[src/trs_pkg.sv]
`default_nettype none

package trs_pkg;

    localparam int QUAT_W  = 16;
    localparam int SCL_W   = 24;
    localparam int TRN_W   = 32;
    localparam int QPR_W   = 2 * QUAT_W;
    localparam int ROT_W   = QPR_W + 2;
    localparam int WPR_W   = ROT_W + SCL_W;
    localparam int RSUM_W  = WPR_W + 1;
    localparam int FRAC_DROP = 30;
    localparam int N_ENT   = 9;

    typedef logic signed [QUAT_W-1:0] t_quat;
    typedef logic signed [SCL_W-1:0]  t_scale;
    typedef logic signed [TRN_W-1:0]  t_trans;
    typedef logic signed [QPR_W-1:0]  t_qprod;
    typedef logic signed [ROT_W-1:0]  t_rot;
    typedef logic signed [WPR_W-1:0]  t_wprod;
    typedef logic signed [RSUM_W-1:0] t_rsum;
    typedef logic signed [SCL_W-1:0]  t_ent;

    localparam t_rot  ONE_Q30  = t_rot'(64'sd1 <<< FRAC_DROP);
    localparam t_rsum HALF_Q30 = t_rsum'(64'sd1 <<< (FRAC_DROP - 1));
    localparam t_rsum ENT_MAX  = t_rsum'((64'sd1 <<< (SCL_W - 1)) - 64'sd1);
    localparam t_rsum ENT_MIN  = t_rsum'(-(64'sd1 <<< (SCL_W - 1)));

    // Input item, last field (qx) in the lowest bits.
    typedef struct packed {
        t_trans tz;
        t_trans ty;
        t_trans tx;
        t_scale sz;
        t_scale sy;
        t_scale sx;
        t_quat  qw;
        t_quat  qz;
        t_quat  qy;
        t_quat  qx;
    } t_in;

    typedef struct packed {
        t_trans tz;
        t_trans ty;
        t_trans tx;
    } t_tvec;

    typedef struct packed {
        t_scale sz;
        t_scale sy;
        t_scale sx;
    } t_svec;

    typedef struct packed {
        t_tvec  trn;
        t_svec  scl;
        t_qprod xx;
        t_qprod yy;
        t_qprod zz;
        t_qprod xy;
        t_qprod xz;
        t_qprod yz;
        t_qprod wx;
        t_qprod wy;
        t_qprod wz;
    } t_s1;

    // Rotation entries in column-major order, Q.30.
    typedef struct packed {
        t_tvec              trn;
        t_svec              scl;
        t_rot [N_ENT-1:0]   rot;
    } t_s2;

    typedef struct packed {
        t_tvec              trn;
        t_wprod [N_ENT-1:0] prd;
    } t_s3;

    // Result item, col0_x in the lowest bits.
    typedef struct packed {
        t_tvec            trn;
        t_ent [N_ENT-1:0] ent;
    } t_out;

endpackage

`default_nettype wire

[src/trs_round_sat.sv]
`default_nettype none

module trs_round_sat (
    input  wire            i_clk,
    input  wire            i_rst_n,
    input  wire            i_valid,
    output logic           o_ready,
    input  trs_pkg::t_s3   i_data,
    output logic           o_valid,
    input  wire            i_ready,
    output trs_pkg::t_out  o_data
);
    import trs_pkg::*;

    logic  r_valid;
    t_out  r_data;
    t_out  n_data;
    t_rsum rnd [N_ENT];

    // Round half up to Q8.16, then clamp to the 24-bit range.
    always_comb begin
        n_data.trn = i_data.trn;
        for (int i = 0; i < N_ENT; i++) begin
            rnd[i] = (t_rsum'(i_data.prd[i]) + HALF_Q30) >>> FRAC_DROP;
            if (rnd[i] > ENT_MAX) begin
                n_data.ent[i] = ENT_MAX[SCL_W-1:0];
            end else if (rnd[i] < ENT_MIN) begin
                n_data.ent[i] = ENT_MIN[SCL_W-1:0];
            end else begin
                n_data.ent[i] = rnd[i][SCL_W-1:0];
            end
        end
    end

    assign o_ready = !r_valid || i_ready;

    always_ff @(posedge i_clk) begin
        if (!i_rst_n) begin
            r_valid <= 1'b0;
        end else if (o_ready) begin
            r_valid <= i_valid;
        end
    end

    always_ff @(posedge i_clk) begin
        if (o_ready && i_valid) begin
            r_data <= n_data;
        end
    end

    assign o_valid = r_valid;
    assign o_data  = r_data;

endmodule

`default_nettype wire

[config.mk]
export PLATFORM = sky130hd
export DESIGN_NAME = trs_round_sat
export DESIGN_NICKNAME = d
export VERILOG_FILES = /design/src/trs_pkg.sv /design/src/trs_round_sat.sv
export SDC_FILE = /design/constraint.sdc
export NUM_CORES = 1
export LEC_CHECK = 0
export BUFFER_PORTS_ARGS = -buffer_cell sky130_fd_sc_hd__buf_4
export CAP_MARGIN = 15
export CELL_PAD_IN_SITES_DETAIL_PLACEMENT = 0
export CELL_PAD_IN_SITES_GLOBAL_PLACEMENT = 2
export CORE_AREA = 2 2 360 362
export DETAILED_ROUTE_END_ITERATION = 7
export DIE_AREA = 0 0 362 364
export PLACE_DENSITY = 0.45
export RECOVER_POWER = 25
export SLEW_MARGIN = 5
export SYNTH_ARGS = -nofsm -noshare
export SYNTH_HDL_FRONTEND = slang
export SYNTH_SLANG_ARGS = --single-unit
export TNS_END_PERCENT = 5
[constraint.sdc]
create_clock -name i_clk -period 10.2 [get_ports i_clk]
set_input_delay 1.02 -clock i_clk [delete_from_list [all_inputs] [get_ports i_clk]]
set_output_delay 1.02 -clock i_clk [all_outputs]
set_load 0.05 [all_outputs]
==> run_results.csv <==
group,metric,value,unit
outcome,outcome,"finished with violations",
outcome,violations,"capacitance limit, slew limit",
cts,clkLatencyLatePin,610,ps
drt,drc,0,
setup_path,cp_data_arrival_time,6180,ps
worst_hold_path,worst_hold_path_type,"flip-flop to flip-flop",
finish,area_growth_syn_to_layout,50.9,%
synth,synth.yosys.warnings,0,
place,place_worst_setup_slack,4770,ps
die,y_dimension_of_the_die,364,microns
die,initial_utilization,12.7,%
synth,ys_dominant_reg_cell,"sky130_fd_sc_hd__edfxtp_1",
timing,totalNegativeSetupSlack,0,ps
place,hpwlAfterDp,62000,microns
cts,clk_root_buffer_cell,"sky130_fd_sc_hd__clkbuf_16",
power_and_ir_drop,share_seq_of_total_power,39.0,%
synth,synth.distinct_cells,69,
setup_path,critical_path.endpoint_type,"flip-flop",
power_and_ir_drop,power.static_leakage,8.72,nW
synth,synthCells,1384,
synth,count_of_flip_flops_with_a_built_in_enable_after_synthesis,312,
setup_path,crit_end,"o_data[285]$_DFFE_PP_",
timing,finalWorstPathRequiredPeriod,5970,ps
place,routabilityCongestion,0.818,
drt,ant_nets,0,
run,drv.max_cap_violation_count,1,
setup_path,worstSetupStartpointType,"input pin",
power_and_ir_drop,fin_total_pwr,3.98,mW
cts,clock_tree_from_tritoncts,"built",
setup_path,worst_r2r_path_depth,4,
power_and_ir_drop,power.share.combinational,19.5,%
finish,final_net_count,2703,
place,place.detailed.instances,3696,
die,floorplan.die_area,0.132,sq mm
timing,fin_worst_skew,25.7,ps
place,dpl_cell_area,0.0233,sq mm
drt,detail_route.vias_per_cell,3.70,
power_and_ir_drop,net_switching_share_of_the_total_power,31.2,%
finish,finish.utilization,19.1,%
die,die_width,362,microns
cts,hold_buf_cts,0,
power_and_ir_drop,power_per_cell_area,162,mW/mm^2
setup_path,critical_path_required,10410,ps
die,floorplan.rows,132,
synth,mappedNetlistNets,2015,
cts,cts_buffer_depth,3,
die,fp.coreArea,0.128,sq mm
cts,cts_max_level,2,
drt,via_count_of_the_routed_design,14000,
global_route,via_count_of_the_first_global_routing_pass,14600,
cts,cts_setup_buffers,0,
timing,timing.final.crit_share,58.5,%
cts,post_cts_resize_count,0,
setup_path,crit_fanout,130,
synth,cell_area_after_technology_mapping,0.0163,sq mm
die,io_pins,936,
timing,max_slew.worst_pin.slew,4640,ps
global_route,global_route.usage.total,11.2,%
synth,synth-seq-cells,313,
power_and_ir_drop,power.clock.fraction,41.5,%
global_route,overflow,0,
global_route,largest_net_degree_at_the_start_of_global_routing,131,
setup_path,ff2ff_setup_slack,4420,ps
timing,setup_viol,0,
timing,final-max-slew-violation-count,62,
global_route,grt_pass1_wl,107000,microns
finish,drive_gt1_share,36.0,%
cts,cts.reportedPaths.clkPinSlew,60,ps
timing,worst_slack,4230,ps
setup_path,timing.rr.start,"o_valid$_SDFFE_PN0N_",
drt,detailedRoute.firstIterationViolations,596,
global_route,grt_antenna_before_repair,18,
drt,routedWlPerCell,20.3,microns
drt,drt_pass1_iterations,5,
finish,finalInstanceArea,0.0245,sq mm
synth,asyncSetResetFlopFracSynth,0,%
setup_path,crit_path_start,"i_ready",
timing,hold_violations,0,
power_and_ir_drop,power.internal,2.74,mW
synth,synth_area_per_cell,11.7,sq um
setup_path,timing.setup.critical_path_class,"input pin to flip-flop",
cts,cts-buffers-inserted,48,
drt,finalWirelength,77000,microns
timing,fmax,0.168,GHz
setup_path,worst_r2r_endpoint,"o_data[285]$_DFFE_PP_",
synth,synth_seq_area_share,57.7,%
place,portBuffers,674,
timing,unrepaired_setup_endpoints_after_global_routing,"no",
timing,timing.max_slew.rel_slack,-209,%
timing,holdWs,563,ps
power_and_ir_drop,vdd.ir_drop.worst,0.131,mV
finish,instances_no_fill,3791,
cts,tritoncts_num_sinks,313,
power_and_ir_drop,switching_power,1.24,mW
==> power groups by stage <==
stage	Combinational, mW	Clock, mW	Sequential (mW)
floorplan	0.155	0	1.87
global placement	0.808	0	1.58
detailed placement	0.809	0	1.58
CTS	0.811	1.74	1.55
global route	0.830	1.77	1.56
finish	0.777	1.65	1.55
==> how the worst min path moves through the flow <==
stage	startpoint	to	slack [ps]	depth (start not counted)
CTS	i_data[542]	o_data[236]$_DFFE_PP_	490	1
finish	o_valid$_SDFFE_PN0N_	o_valid$_SDFFE_PN0N_	560	2
floorplan	i_data[522]	o_data[216]$_DFFE_PP_	1120	0
global route	i_data[542]	o_data[236]$_DFFE_PP_	550	1
detailed placement	o_valid$_SDFFE_PN0N_	o_valid$_SDFFE_PN0N_	580	2
global placement	o_valid$_SDFFE_PN0N_	o_valid$_SDFFE_PN0N_	600	2
==> cells in the final DEF, fill, tap and decap left out, types with 4 or more instances in the layout <==
cell	count
sky130_fd_sc_hd__mux2_2	5
sky130_fd_sc_hd__o21ai_1	29
sky130_fd_sc_hd__clkbuf_1	83
sky130_fd_sc_hd__xnor2_1	85
sky130_fd_sc_hd__nor2b_1	4
sky130_fd_sc_hd__diode_2	6
sky130_fd_sc_hd__nor4_1	8
sky130_fd_sc_hd__clkinv_1	9
sky130_fd_sc_hd__or3_1	7
sky130_fd_sc_hd__nor3b_1	5
sky130_fd_sc_hd__ha_1	9
sky130_fd_sc_hd__clkbuf_16	49
sky130_fd_sc_hd__clkbuf_4	93
sky130_fd_sc_hd__o22ai_2	12
sky130_fd_sc_hd__clkinv_2	9
sky130_fd_sc_hd__xor2_1	125
sky130_fd_sc_hd__a21oi_2	8
sky130_fd_sc_hd__nand2_1	97
sky130_fd_sc_hd__nor3_1	21
sky130_fd_sc_hd__and3_1	40
sky130_fd_sc_hd__nand4_1	56
sky130_fd_sc_hd__inv_1	30
sky130_fd_sc_hd__or2_2	4
sky130_fd_sc_hd__mux2i_1	8
sky130_fd_sc_hd__o21ai_2	21
sky130_fd_sc_hd__nand4_2	4
sky130_fd_sc_hd__edfxtp_1	312
sky130_fd_sc_hd__clkinvlp_4	6
sky130_fd_sc_hd__a21oi_1	21
sky130_fd_sc_hd__a31oi_1	4
sky130_fd_sc_hd__and2_1	17
sky130_fd_sc_hd__o31a_1	5
sky130_fd_sc_hd__nor2_1	72
sky130_fd_sc_hd__buf_4	515
sky130_fd_sc_hd__nand2b_1	6
sky130_fd_sc_hd__o21ai_0	140
sky130_fd_sc_hd__bufinv_16	4
sky130_fd_sc_hd__nand3_1	97
sky130_fd_sc_hd__and4_1	31
==> flip-flops by register name (all words and copies together) (netlist names) <==
name	cells
o_data	312
o_valid	1
==> critical path: stages <==
cell and delay, ps:
sky130_fd_sc_hd__clkbuf_4 100, sky130_fd_sc_hd__nand2b_1 120, sky130_fd_sc_hd__and2_0 3280, sky130_fd_sc_hd__buf_12 530, sky130_fd_sc_hd__buf_4 830
==> cells in the mapped netlist (all sizes together), types with 10 or more instances <==
cell	count	area (sq um)
nor4	12	139
and3	40	250
xor2	125	1090
a21oi	30	191
clkbuf	26	97.6
or3	10	77.6
inv	30	113
buf	22	138
and4	33	294
xnor2	86	761
o21ai	190	1030
nand2	97	364
and2	18	113
o22ai	13	156
nand3	99	505
nor3	23	141
nor2	73	274
edfxtp	312	9370
nand4	60	400
==> final cells by class <==
| class | count | area [sq um] |
|---|---|---|
| Multi-Input combinational cell | 993 | 6520 |
| Clock buffer | 55 | 1250 |
| Sequential cell | 313 | 9390 |
| Antenna cell | 6 | 15.0 |
| Inverter | 30 | 113 |
| Fill cell | 14200 | 104000 |
| Timing Repair Buffer | 686 | 4870 |
| Tap cell | 1675 | 2100 |
| Clock inverter | 33 | 288 |
==> kinds of logic after synthesis <==
| family | count (synthesis) | synth area share [%] |
|---|---|---|
| adders and majority gates | 9 | 0.693 |
| DFF | 313 | 57.7 |
| muxes | 13 | 0.839 |
| and+or+nand+nor | 488 | 16.7 |
| AOI/OAI and AO/OA | 272 | 10.5 |
| buffers and inverters | 78 | 2.14 |
| xor gates and xnor gates | 211 | 11.4 |
==> metal layers <==
metal  up-vias  share of wire (%)  wire length (microns)  GRT usage, %
met3       102                 11                   8730          5.60
met2       522                 46                  35300          18.1
met1      6766                 41                  31200          13.0
met4        22                2.1                   1610          3.01
met5         -               0.19                    149             0
li1       6598                  -                      -             -
Power figures use the tool's default switching activity.
