`src/trs_pkg.sv`:
```
`default_nettype none

package trs_pkg;

    localparam int QUAT_W  = 16;
    localparam int SCL_W   = 24;
    localparam int TRN_W   = 32;
    localparam int QPR_W   = 2 * QUAT_W;
    localparam int ROT_W   = QPR_W + 2;
    localparam int WPR_W   = ROT_W + SCL_W;
    localparam int RSUM_W  = WPR_W + 1;
    localparam int FRAC_DROP = 30;
    localparam int N_ENT   = 9;

    typedef logic signed [QUAT_W-1:0] t_quat;
    typedef logic signed [SCL_W-1:0]  t_scale;
    typedef logic signed [TRN_W-1:0]  t_trans;
    typedef logic signed [QPR_W-1:0]  t_qprod;
    typedef logic signed [ROT_W-1:0]  t_rot;
    typedef logic signed [WPR_W-1:0]  t_wprod;
    typedef logic signed [RSUM_W-1:0] t_rsum;
    typedef logic signed [SCL_W-1:0]  t_ent;

    localparam t_rot  ONE_Q30  = t_rot'(64'sd1 <<< FRAC_DROP);
    localparam t_rsum HALF_Q30 = t_rsum'(64'sd1 <<< (FRAC_DROP - 1));
    localparam t_rsum ENT_MAX  = t_rsum'((64'sd1 <<< (SCL_W - 1)) - 64'sd1);
    localparam t_rsum ENT_MIN  = t_rsum'(-(64'sd1 <<< (SCL_W - 1)));

    // Input item, last field (qx) in the lowest bits.
    typedef struct packed {
        t_trans tz;
        t_trans ty;
        t_trans tx;
        t_scale sz;
        t_scale sy;
        t_scale sx;
        t_quat  qw;
        t_quat  qz;
        t_quat  qy;
        t_quat  qx;
    } t_in;

    typedef struct packed {
        t_trans tz;
        t_trans ty;
        t_trans tx;
    } t_tvec;

    typedef struct packed {
        t_scale sz;
        t_scale sy;
        t_scale sx;
    } t_svec;

    typedef struct packed {
        t_tvec  trn;
        t_svec  scl;
        t_qprod xx;
        t_qprod yy;
        t_qprod zz;
        t_qprod xy;
        t_qprod xz;
        t_qprod yz;
        t_qprod wx;
        t_qprod wy;
        t_qprod wz;
    } t_s1;

    // Rotation entries in column-major order, Q.30.
    typedef struct packed {
        t_tvec              trn;
        t_svec              scl;
        t_rot [N_ENT-1:0]   rot;
    } t_s2;

    typedef struct packed {
        t_tvec              trn;
        t_wprod [N_ENT-1:0] prd;
    } t_s3;

    // Result item, col0_x in the lowest bits.
    typedef struct packed {
        t_tvec            trn;
        t_ent [N_ENT-1:0] ent;
    } t_out;

endpackage

`default_nettype wire

```
`src/trs_rot_build.sv`:
```
`default_nettype none

module trs_rot_build (
    input  wire            i_clk,
    input  wire            i_rst_n,
    input  wire            i_valid,
    output logic           o_ready,
    input  trs_pkg::t_s1   i_data,
    output logic           o_valid,
    input  wire            i_ready,
    output trs_pkg::t_s2   o_data
);
    import trs_pkg::*;

    logic r_valid;
    t_s2  r_data;
    t_s2  n_data;

    // Rotation matrix in Q.30; sums are widened before the doubling.
    always_comb begin
        n_data.trn    = i_data.trn;
        n_data.scl    = i_data.scl;
        n_data.rot[0] = ONE_Q30 - ((t_rot'(i_data.yy) + t_rot'(i_data.zz)) <<< 1);
        n_data.rot[1] = (t_rot'(i_data.xy) + t_rot'(i_data.wz)) <<< 1;
        n_data.rot[2] = (t_rot'(i_data.xz) - t_rot'(i_data.wy)) <<< 1;
        n_data.rot[3] = (t_rot'(i_data.xy) - t_rot'(i_data.wz)) <<< 1;
        n_data.rot[4] = ONE_Q30 - ((t_rot'(i_data.xx) + t_rot'(i_data.zz)) <<< 1);
        n_data.rot[5] = (t_rot'(i_data.yz) + t_rot'(i_data.wx)) <<< 1;
        n_data.rot[6] = (t_rot'(i_data.xz) + t_rot'(i_data.wy)) <<< 1;
        n_data.rot[7] = (t_rot'(i_data.yz) - t_rot'(i_data.wx)) <<< 1;
        n_data.rot[8] = ONE_Q30 - ((t_rot'(i_data.xx) + t_rot'(i_data.yy)) <<< 1);
    end

    assign o_ready = !r_valid || i_ready;

    always_ff @(posedge i_clk) begin
        if (!i_rst_n) begin
            r_valid <= 1'b0;
        end else if (o_ready) begin
            r_valid <= i_valid;
        end
    end

    always_ff @(posedge i_clk) begin
        if (o_ready && i_valid) begin
            r_data <= n_data;
        end
    end

    assign o_valid = r_valid;
    assign o_data  = r_data;

endmodule

`default_nettype wire

```
`config.mk`:
```
export PLATFORM = sky130hd
export DESIGN_NAME = trs_rot_build
export DESIGN_NICKNAME = d
export VERILOG_FILES = /design/src/trs_pkg.sv /design/src/trs_rot_build.sv
export SDC_FILE = /design/constraint.sdc
export NUM_CORES = 1
export LEC_CHECK = 0
export ABC_AREA = 1
export BUFFER_PORTS_ARGS = -buffer_cell sky130_fd_sc_hd__buf_2
export CORE_AREA = 2 2 368 370
export CTS_CLUSTER_DIAMETER = 200
export CTS_CLUSTER_SIZE = 25
export DETAILED_ROUTE_END_ITERATION = 10
export DIE_AREA = 0 0 370 372
export SLEW_MARGIN = 0
export SYNTH_ARGS = -nofsm -noshare
export SYNTH_HDL_FRONTEND = slang
export SYNTH_SLANG_ARGS = --single-unit
```
`constraint.sdc`:
```
create_clock -name i_clk -period 61.6 [get_ports i_clk]
set_input_delay 12.32 -clock i_clk [delete_from_list [all_inputs] [get_ports i_clk]]
set_output_delay 12.32 -clock i_clk [all_outputs]
set_load 0.01 [all_outputs]
```
==> metrics.csv, run 1 <==
metric,value,unit
"count leader, synth",nand2_1,
Layout Cell Area excl Fill,43320,sq um
ranking of synthesized cells by area,"edfxtp_1, nand2_1, ha_1",
CP cell instances,buf_2 -> inv_1 -> nand2_1 -> buf_2,
f_max,0.03993,GHz
Netlist Area Pre-Place,36130,sq um
Pwr Total,920.9,uW
WL/cell,20.05,microns
Synth warnings,0,
#FFs+latches synth,463,
Async SR Flop Fraction,0,
Comb pwr share,0.369,
Post-DP Area,42680,sq um
port bufs,926,
RSZ-0062 raised after global routing,false,
largest net degree at the start of global routing,136,
endpoints failing setup,0,
nets,6340,
RR Startpoint,o_valid,
die width,370,microns
num rows,135,
H-Tree Depth,1,
post-cts resize count,0,
drt via density,4.635,
global-route wire length before repair,208.2,mm
measured slew at the worst slew-check pin,966.6,ps
CTS buffer count,22,
Synth cell types,51,
die area,137600,sq um
clk_skew,43.80,ps
worst r2r dst,o_data[101],
Critical Path Fanout Max,2,
top post-synthesis cells by count,"nand2_1, inv_1, edfxtp_1",
clock tree sinks,463,
fill cell count,14558,
total wire length,147.9,mm
max cap viols,0,
CTS tree,yes,
Tmin final,25040,ps
P_sw,353.2,uW
GPL Wtd Cong,1.008,
Place WS,36560,ps
DRC,0,
number of global-route vias before repair,32576,
Tot GR Track Use,0.2031,
register clock-pin slew on the reported worst setup and hold paths,100,ps
Root Driver,clkbuf_16,
clk buf depth,3,
worst hold path depth,2,
worst reg2reg setup slack,57230,ps
"Slew Viols, Final",0,
cell taking the most area after synthesis,edfxtp_1,
I/O pins,936,
max incr delay on CP,140,ps
initial DRC count,2477,
latest clock arrival within the worst-skew pair,670,ps
Post-Place Cells,7337,
syn avg cell area,7.679,sq um
utilization after layout,0.3226,
reg2reg path depth,5,
Critical Path AT,12720,ps
main flop type after synthesis,edfxtp_1,
Setup crit end kind,output port,
outcome,completed,
Syn Inst Count,4705,
sequential area share after synthesis,0.3845,
"Req. time, crit path",49280,ps
Rel. slew slack,0.3556,
Finished Layout Cells,7380,
Pre-antenna DRT Iters,6,
CTS Hold Bufs,0,
Hold Startpoint,o_valid,
Post-synth EDFFs,462,
Power Density,21.26,nW/um^2
Final period util,0.4066,
CP most frequent cell,buf_2,
die extent in y,372,microns
layout cells sized above 1,0.1925,
Layout area overhead,19.91,%
worst vdd ir,0.00002232,V
slowest CP cell,buf_2,
post-DP HPWL,128.5,mm
Leak Pwr,21.49,nW
setup ws final,36560,ps
hold_ws,569.0,ps
Initial Util,0.2691,
endpoints failing hold,0,
initial antenna violation count,26,
Clock Power Share,0.192,
worst hold path type,flop to flop,
part of the power in registers,0.439,
Int Pwr,567.7,uW
Synth top area share,0.3840,
number of setup buffers added after CTS,0,
crit path launch type,primary input,
final setup TNS,0,ps
Sw Ratio,0.3835,
WHS Endpoint,o_valid,
Core ar.,134300,sq um
grt total ovfl,0,
post-route ant nets,0,
DR vias,34209,
critical path class,primary input to output port,
## power groups by stage
stage / registers [mW] / clock network (mW) / logic [mW]
final: 0.404 / 0.177 / 0.340
after detailed placement: 0.412 / 0 / 0.338
after floorplan: 0.441 / 0 / 0.182
after global placement: 0.411 / 0 / 0.337
after CTS: 0.405 / 0.186 / 0.340
after global routing: 0.408 / 0.192 / 0.374
## registers in the layout, summed over array words and instances (netlist names)
| signal | count |
|---|---|
| o_data | 462 |
| o_valid | 1 |
## logic make-up after synthesis
| group | Yosys count | share of synthesized area |
|---|---|---|
| simple gates | 2158 | 0.2533 |
| buf+inv | 945 | 0.1004 |
| compound gates | 583 | 0.09409 |
| flops | 463 | 0.3845 |
| fa+ha+maj | 300 | 0.1058 |
| xor+xnor | 255 | 0.06182 |
| other cells | 1 | 0.0001038 |
## worst max path at each step
stage	startpoint	endpoint	slack, ps	depth (start not counted)
after floorplan	i_valid	o_data[100]	25690	2
after global placement	i_ready	o_ready	36480	4
after detailed placement	i_ready	o_ready	36560	4
after CTS	i_ready	o_ready	36560	4
after global routing	i_ready	o_ready	36540	4
final	i_ready	o_ready	36560	4
## critical path: cells and delay by family
family | cells | cell delay, ps
and+or+nand+nor | 1 | 70
buffers and inverters | 3 | 320
## cell type report
class	instances	area [sq um]	area share
inverters	855	3209	0.07408
repair buffers	933	4700	0.1085
clock buffers	31	584.3	0.01349
well taps	1781	2228	0.05144
flip-flops and latches	463	13890	0.3207
clock inverters	3	32.53	0.0007509
diodes	9	22.52	0.0005199
multi-input cells	3305	18650	0.4305
## metal layers
| metal | part of all wire | global-route usage | up-vias |
|---|---|---|---|
| li1 | - | - | 16850 |
| met1 | 0.43 | 0.2616 | 16047 |
| met2 | 0.47 | 0.3480 | 1136 |
| met3 | 0.070 | 0.03832 | 150 |
| met4 | 0.027 | 0.05136 | 26 |
| met5 | 0.0011 | 0 | - |
## cell usage in the layout, fill, tap and decap left out, types with 18 or more instances in the layout
master	netlist	layout
a221oi_1	25	25
nand2_1	1259	1259
nand2_2	32	32
xnor2_1	44	44
nor3_1	45	45
nand3_1	211	211
buf_2	18	926
nor2_1	441	441
a21boi_0	18	18
o21bai_1	64	64
nor2_2	21	21
inv_2	18	18
xor2_1	211	211
ha_1	291	291
a21oi_1	255	254
inv_1	831	831
o21ai_0	143	143
nand3b_1	18	18
clkbuf_16	0	22
edfxtp_1	462	462
nand4_1	58	58
Note: power is estimated with default switching activity, not from simulation.
==> run 2: changes to the inputs <==
Clock period 61.6 ns to 21.2 ns, I/O delays scaled along.
==> run 2 against run 1 <==
  * Power rose to 2.9 times the previous value
  * Sequential power grew to 2.9 times the previous value
  * Via count up 0.91%
  * Register-to-register slack worse by 40000 ps
  * Setup slack worse by 25000 ps
  * Count of clock-buffer cells in the layout unchanged
  * Utilization about the same
  * Wire length rose by 1.5%
  * Flip-flop and latch count stayed put
  * Clock power rose to 2.9 times the previous value
  * First-iteration DRC count is 3.8% lower
  * Largest cell class unchanged
==> metrics.csv, run 2 (synthesis results as in run 1) <==
metric,value,unit,change
outcome,completed,,
fill cell count,14542,,-0.11%
number of setup buffers added after CTS,0,,unchanged
clk_skew,49.20,ps,+5.407 ps
Place WS,12050,ps,-24510 ps
Critical Path AT,4920,ps,-7800 ps
H-Tree Depth,1,,unchanged
GPL Wtd Cong,0.9962,,-1.2%
DRC,0,,unchanged
FF+latch area,13890,sq um,unchanged
die width,370,microns,unchanged
endpoints failing setup,0,,unchanged
CTS buffer count,22,,unchanged
measured slew at the worst slew-check pin,1009,ps,+42.89 ps
worst vdd ir,0.00006293,V,+180%
Rel. slew slack,0.3270,,-0.02859
met2 routed WL,70.28,mm,+0.75%
RSZ-0062 raised after global routing,false,,
port bufs,926,,unchanged
Setup crit end kind,output port,,
post-route ant nets,0,,unchanged
max cap viols,0,,unchanged
die extent in y,372,microns,unchanged
final setup TNS,0,ps,unchanged
CP cell instances,buf_2 -> inv_1 -> nand2_1 -> buf_2,,
nets,6341,,+0.016%
endpoints failing hold,0,,unchanged
DR vias,34522,,+0.91%
Layout area overhead,19.98,%,about the same
max FFs per register,462,,unchanged
initial antenna violation count,33,,+27%
Leak Pwr,21.50,nW,about the same
layout cells sized above 1,0.1926,,about the same
Initial Util,0.2691,,unchanged
clk buf depth,3,,unchanged
M1 WL,62.97,mm,-1.1%
critical path class,primary input to output port,,
Root Driver,clkbuf_16,,
CTS Hold Bufs,0,,unchanged
drt via density,4.675,,+0.86%
CP most frequent cell,buf_2,,
reg2reg path depth,4,,-1
Power Density,62.00,nW/um^2,+190%
Pre-antenna DRT Iters,6,,unchanged
Tot GR Track Use,0.2059,,+0.002796
Max Used Layer,met5,,
"Slew Viols, Final",0,,unchanged
global-route wire length before repair,210.7,mm,+1.2%
post-DP HPWL,129.9,mm,+1.1%
CTS tree,yes,,
initial DRC count,2383,,-3.8%
worst hold path type,flop to flop,,
Final period util,0.4322,,
largest net degree at the start of global routing,80,,-41%
Core ar.,134300,sq um,unchanged
WL/cell,20.34,microns,+1.4%
met3 routed WL,11.84,mm,+14%
total wire length,150.2,mm,+1.5%
Multi-input gate area,18650,sq um,unchanged
Tmin final,9163,ps,
num rows,135,,unchanged
setup ws final,12040,ps,-24520 ps
grt total ovfl,0,,unchanged
latest clock arrival within the worst-skew pair,640,ps,-30 ps
utilization after layout,0.3228,,about the same
"Req. time, crit path",16960,ps,-32320 ps
f_max,0.1091,GHz,
register clock-pin slew on the reported worst setup and hold paths,100,ps,about the same
die area,137600,sq um,unchanged
hold_ws,796.1,ps,+227.1 ps
crit path launch type,primary input,,
I/O pins,936,,unchanged
worst hold path depth,2,,unchanged
number of global-route vias before repair,32848,,+0.83%
post-cts resize count,0,,unchanged
slowest CP cell,nand2_1,,
Critical Path Fanout Max,2,,unchanged
max incr delay on CP,220,ps,+80 ps
clock tree sinks,463,,unchanged
most frequent cells in the layout,"nand2_1, buf_2, inv_1",,
"most common cell after layout, fill and taps aside",nand2_1,,
-- run 2: changes by cell type in the layout (fill, tap and decap cells not counted) --
cell,delta
clkinv_2,-1
inv_6,+1
inv_8,-1
buf_12,-1
diode_2,+3
buf_4,+2
bufinv_16,+1
-- run 2: worst paths after layout --
path | slack [ps] | start | endpoint
min reg2reg | 800 | o_valid | o_valid
max reg2reg | 17380 | o_valid | o_data[172]
max | 12040 | i_ready | o_ready
min | 800 | o_valid | o_valid
-- run 2: critical path, delay by kind of cell --
kind	cells	cell delay (ps)
and+or+nand+nor	1	220
buffers and inverters	3	460
-- run 2: layer usage --
metal | up-vias | global-route usage
met2 | 1240 | 0.3481
met5 | - | 0
met1 | 16209 | 0.2583
met4 | 22 | 0.06629
met3 | 199 | 0.04750
li1 | 16852 | -
-- run 2: metrics by stage --
stage                     cell area (sq um)  power [mW]  std cells
after global routing                  43340       2.850       7382
after CTS                             43320       2.724       7372
after floorplan                       36160       1.791       4713
after detailed placement              42680       2.181       7338
final                                 43350       2.688       7384
after global placement                42680       2.180       7338
-- run 2: final cells by class --
cell class | count | share of cell area
multi-input cells | 3305 | 0.4303
flip-flops and latches | 463 | 0.3205
repair buffers | 934 | 0.1083
inverters | 855 | 0.07404
well taps | 1781 | 0.05141
clock buffers | 31 | 0.01348
clock inverters | 3 | 0.001270
diodes | 12 | 0.0006928
-- run 2: power by group --
| part | total (mW) | internal, mW | switching [mW] |
|---|---|---|---|
| logic | 0.990 | 0.313 | 0.677 |
| registers | 1.18 | 1.14 | 0.0342 |
| clock network | 0.522 | 0.208 | 0.315 |
==> run 3: changes to the inputs <==
Clock period 21.2 ns to 9.35 ns, I/O delays scaled along.
==> run 3 against run 2 <==
  * Count of clock-buffer cells in the layout is 1 higher
  * Cell count hardly changed
  * Critical path type is now primary input to flop
  * Register-to-register slack worse by 11000 ps
  * Largest power group unchanged
  * Sequential share of layout area hardly changed
  * Hold slack worse by 200 ps
  * Sequential power is 130% higher
  * Utilization hardly changed
  * Die area stayed put
  * Wire length is 1.3% higher
  * Combinational power is 130% higher
  * Largest cell class unchanged
  * Power is 130% higher
==> metrics.csv, run 3 (synthesis results as in run 1) <==
metric,value,unit,change
post-DP HPWL,131.2,mm,+1.0%
CTS Hold Bufs,0,,unchanged
latest clock arrival within the worst-skew pair,630,ps,about the same
worst hold path depth,2,,unchanged
RSZ-0062 raised after global routing,false,,
Setup crit end kind,flop,,
reg2reg path depth,3,,-1
die width,370,microns,unchanged
worst hold path type,flop to flop,,
most frequent cells in the layout,"nand2_1, buf_2, inv_1",,
crit path launch type,primary input,,
die area,137600,sq um,unchanged
GPL Wtd Cong,0.9864,,-0.98%
layout cells sized above 1,0.1928,,about the same
WL/cell,20.61,microns,+1.4%
port bufs,926,,unchanged
critical path class,primary input to flop,,
Core ar.,134300,sq um,unchanged
num rows,135,,unchanged
Critical Path Fanout Max,6,,+4
CTS buffer count,22,,unchanged
number of global-route vias before repair,32741,,-0.33%
endpoints failing setup,0,,unchanged
Tot GR Track Use,0.2081,,+0.002142
DRC,0,,unchanged
outcome,completed,,
H-Tree Depth,1,,unchanged
initial DRC count,2629,,+10%
clk_skew,26.62,ps,-22.59 ps
DR vias,34454,,-0.20%
Initial Util,0.2691,,unchanged
clk buf depth,3,,unchanged
post-cts resize count,0,,unchanged
clock tree sinks,463,,unchanged
M1 WL,64.25,mm,+2.0%
Pre-antenna DRT Iters,8,,+2
total wire length,152.1,mm,+1.3%
register clock-pin slew on the reported worst setup and hold paths,100,ps,about the same
Layout area overhead,19.95,%,about the same
max cap viols,0,,unchanged
met2 routed WL,71.21,mm,+1.3%
max FFs per register,462,,unchanged
number of setup buffers added after CTS,0,,unchanged
drt via density,4.670,,-0.12%
nets,6340,,-0.016%
measured slew at the worst slew-check pin,1062,ps,+52.72 ps
die extent in y,372,microns,unchanged
Leak Pwr,21.49,nW,about the same
Tmin final,4253,ps,
Rel. slew slack,0.2919,,-0.03515
Final period util,0.4549,,
Finished Layout Cells,7378,,-0.081%
setup ws final,5097,ps,-6941 ps
"most common cell after layout, fill and taps aside",nand2_1,,
Post-Place Cells,7337,,-0.014%
endpoints failing hold,0,,unchanged
"Req. time, crit path",9740,ps,-7220 ps
Power Density,141.0,nW/um^2,+130%
post-route ant nets,0,,unchanged
CTS tree,yes,,
largest net degree at the start of global routing,135,,+69%
initial antenna violation count,27,,-18%
"Slew Viols, Final",0,,unchanged
f_max,0.2351,GHz,
grt total ovfl,0,,unchanged
met3 routed WL,11.94,mm,+0.84%
Critical Path AT,4650,ps,-270 ps
global-route wire length before repair,212.0,mm,+0.64%
Place WS,4379,ps,-7671 ps
Max Used Layer,met5,,
Root Driver,clkbuf_16,,
I/O pins,936,,unchanged
worst vdd ir,0.0001350,V,+110%
[run 3: cell types whose count changed in the layout (fill, tap and decap cells not counted), sizes merged]
cell,delta
clkbuf,+1
bufinv,-1
diode,-6
buf,-1
clkinvlp,+1
[run 3: path summary, 6_finish.rpt]
check | slack, ps | start | to
max | 5100 | i_data[35] | o_data[91]
max reg2reg | 6360 | o_valid | o_data[380]
min reg2reg | 590 | o_valid | o_valid
min | 590 | o_valid | o_valid
[run 3: power breakdown]
part	leakage, nW	total [mW]	switching, mW	internal (mW)
clock network	0.295	1.19	0.743	0.446
logic	16.7	2.24	1.53	0.712
registers	4.48	2.68	0.0916	2.59
total	21.5	6.11	2.36	3.75
[run 3: metal layers]
metal | up-vias | GRT usage
met5 | - | 0
met4 | 28 | 0.05730
met3 | 184 | 0.04326
met2 | 1254 | 0.3536
met1 | 16160 | 0.2660
li1 | 16828 | -
[run 3: critical path, stage by stage]
cell	delay, ps
buf_2	100
inv_1	40
ha_1	550
nand2_1	80
o21ai_0	640
a21boi_0	290
o21bai_1	330
a21oi_1	200
o21bai_1	250
a21oi_1	120
xor2_1	160
[run 3: area by class of cell]
class | instances | area (sq um)
repair buffers | 933 | 4712
fillers | 14555 | 90950
flip-flops and latches | 463 | 13890
well taps | 1781 | 2228
clock buffers | 32 | 588.1
diodes | 6 | 15.01
clock inverters | 3 | 32.53
inverters | 855 | 3217
multi-input cells | 3305 | 18650
[run 3: metrics by stage]
stage          power [mW]  hold WS (ps)  TNS (ps)  instance area [sq um]  utilization
2_1_floorplan       4.036         627.6   -245240                  36180            -
3_3_place_gp        4.955         532.2         0                  42700       0.3180
3_5_place_dp        4.957         565.3         0                  42700       0.3180
4_1_cts             6.195         591.6         0                  43320       0.3226
5_1_grt             6.474         643.9         0                  43340       0.3227
6_report            6.110         592.0         0                  43340       0.3227
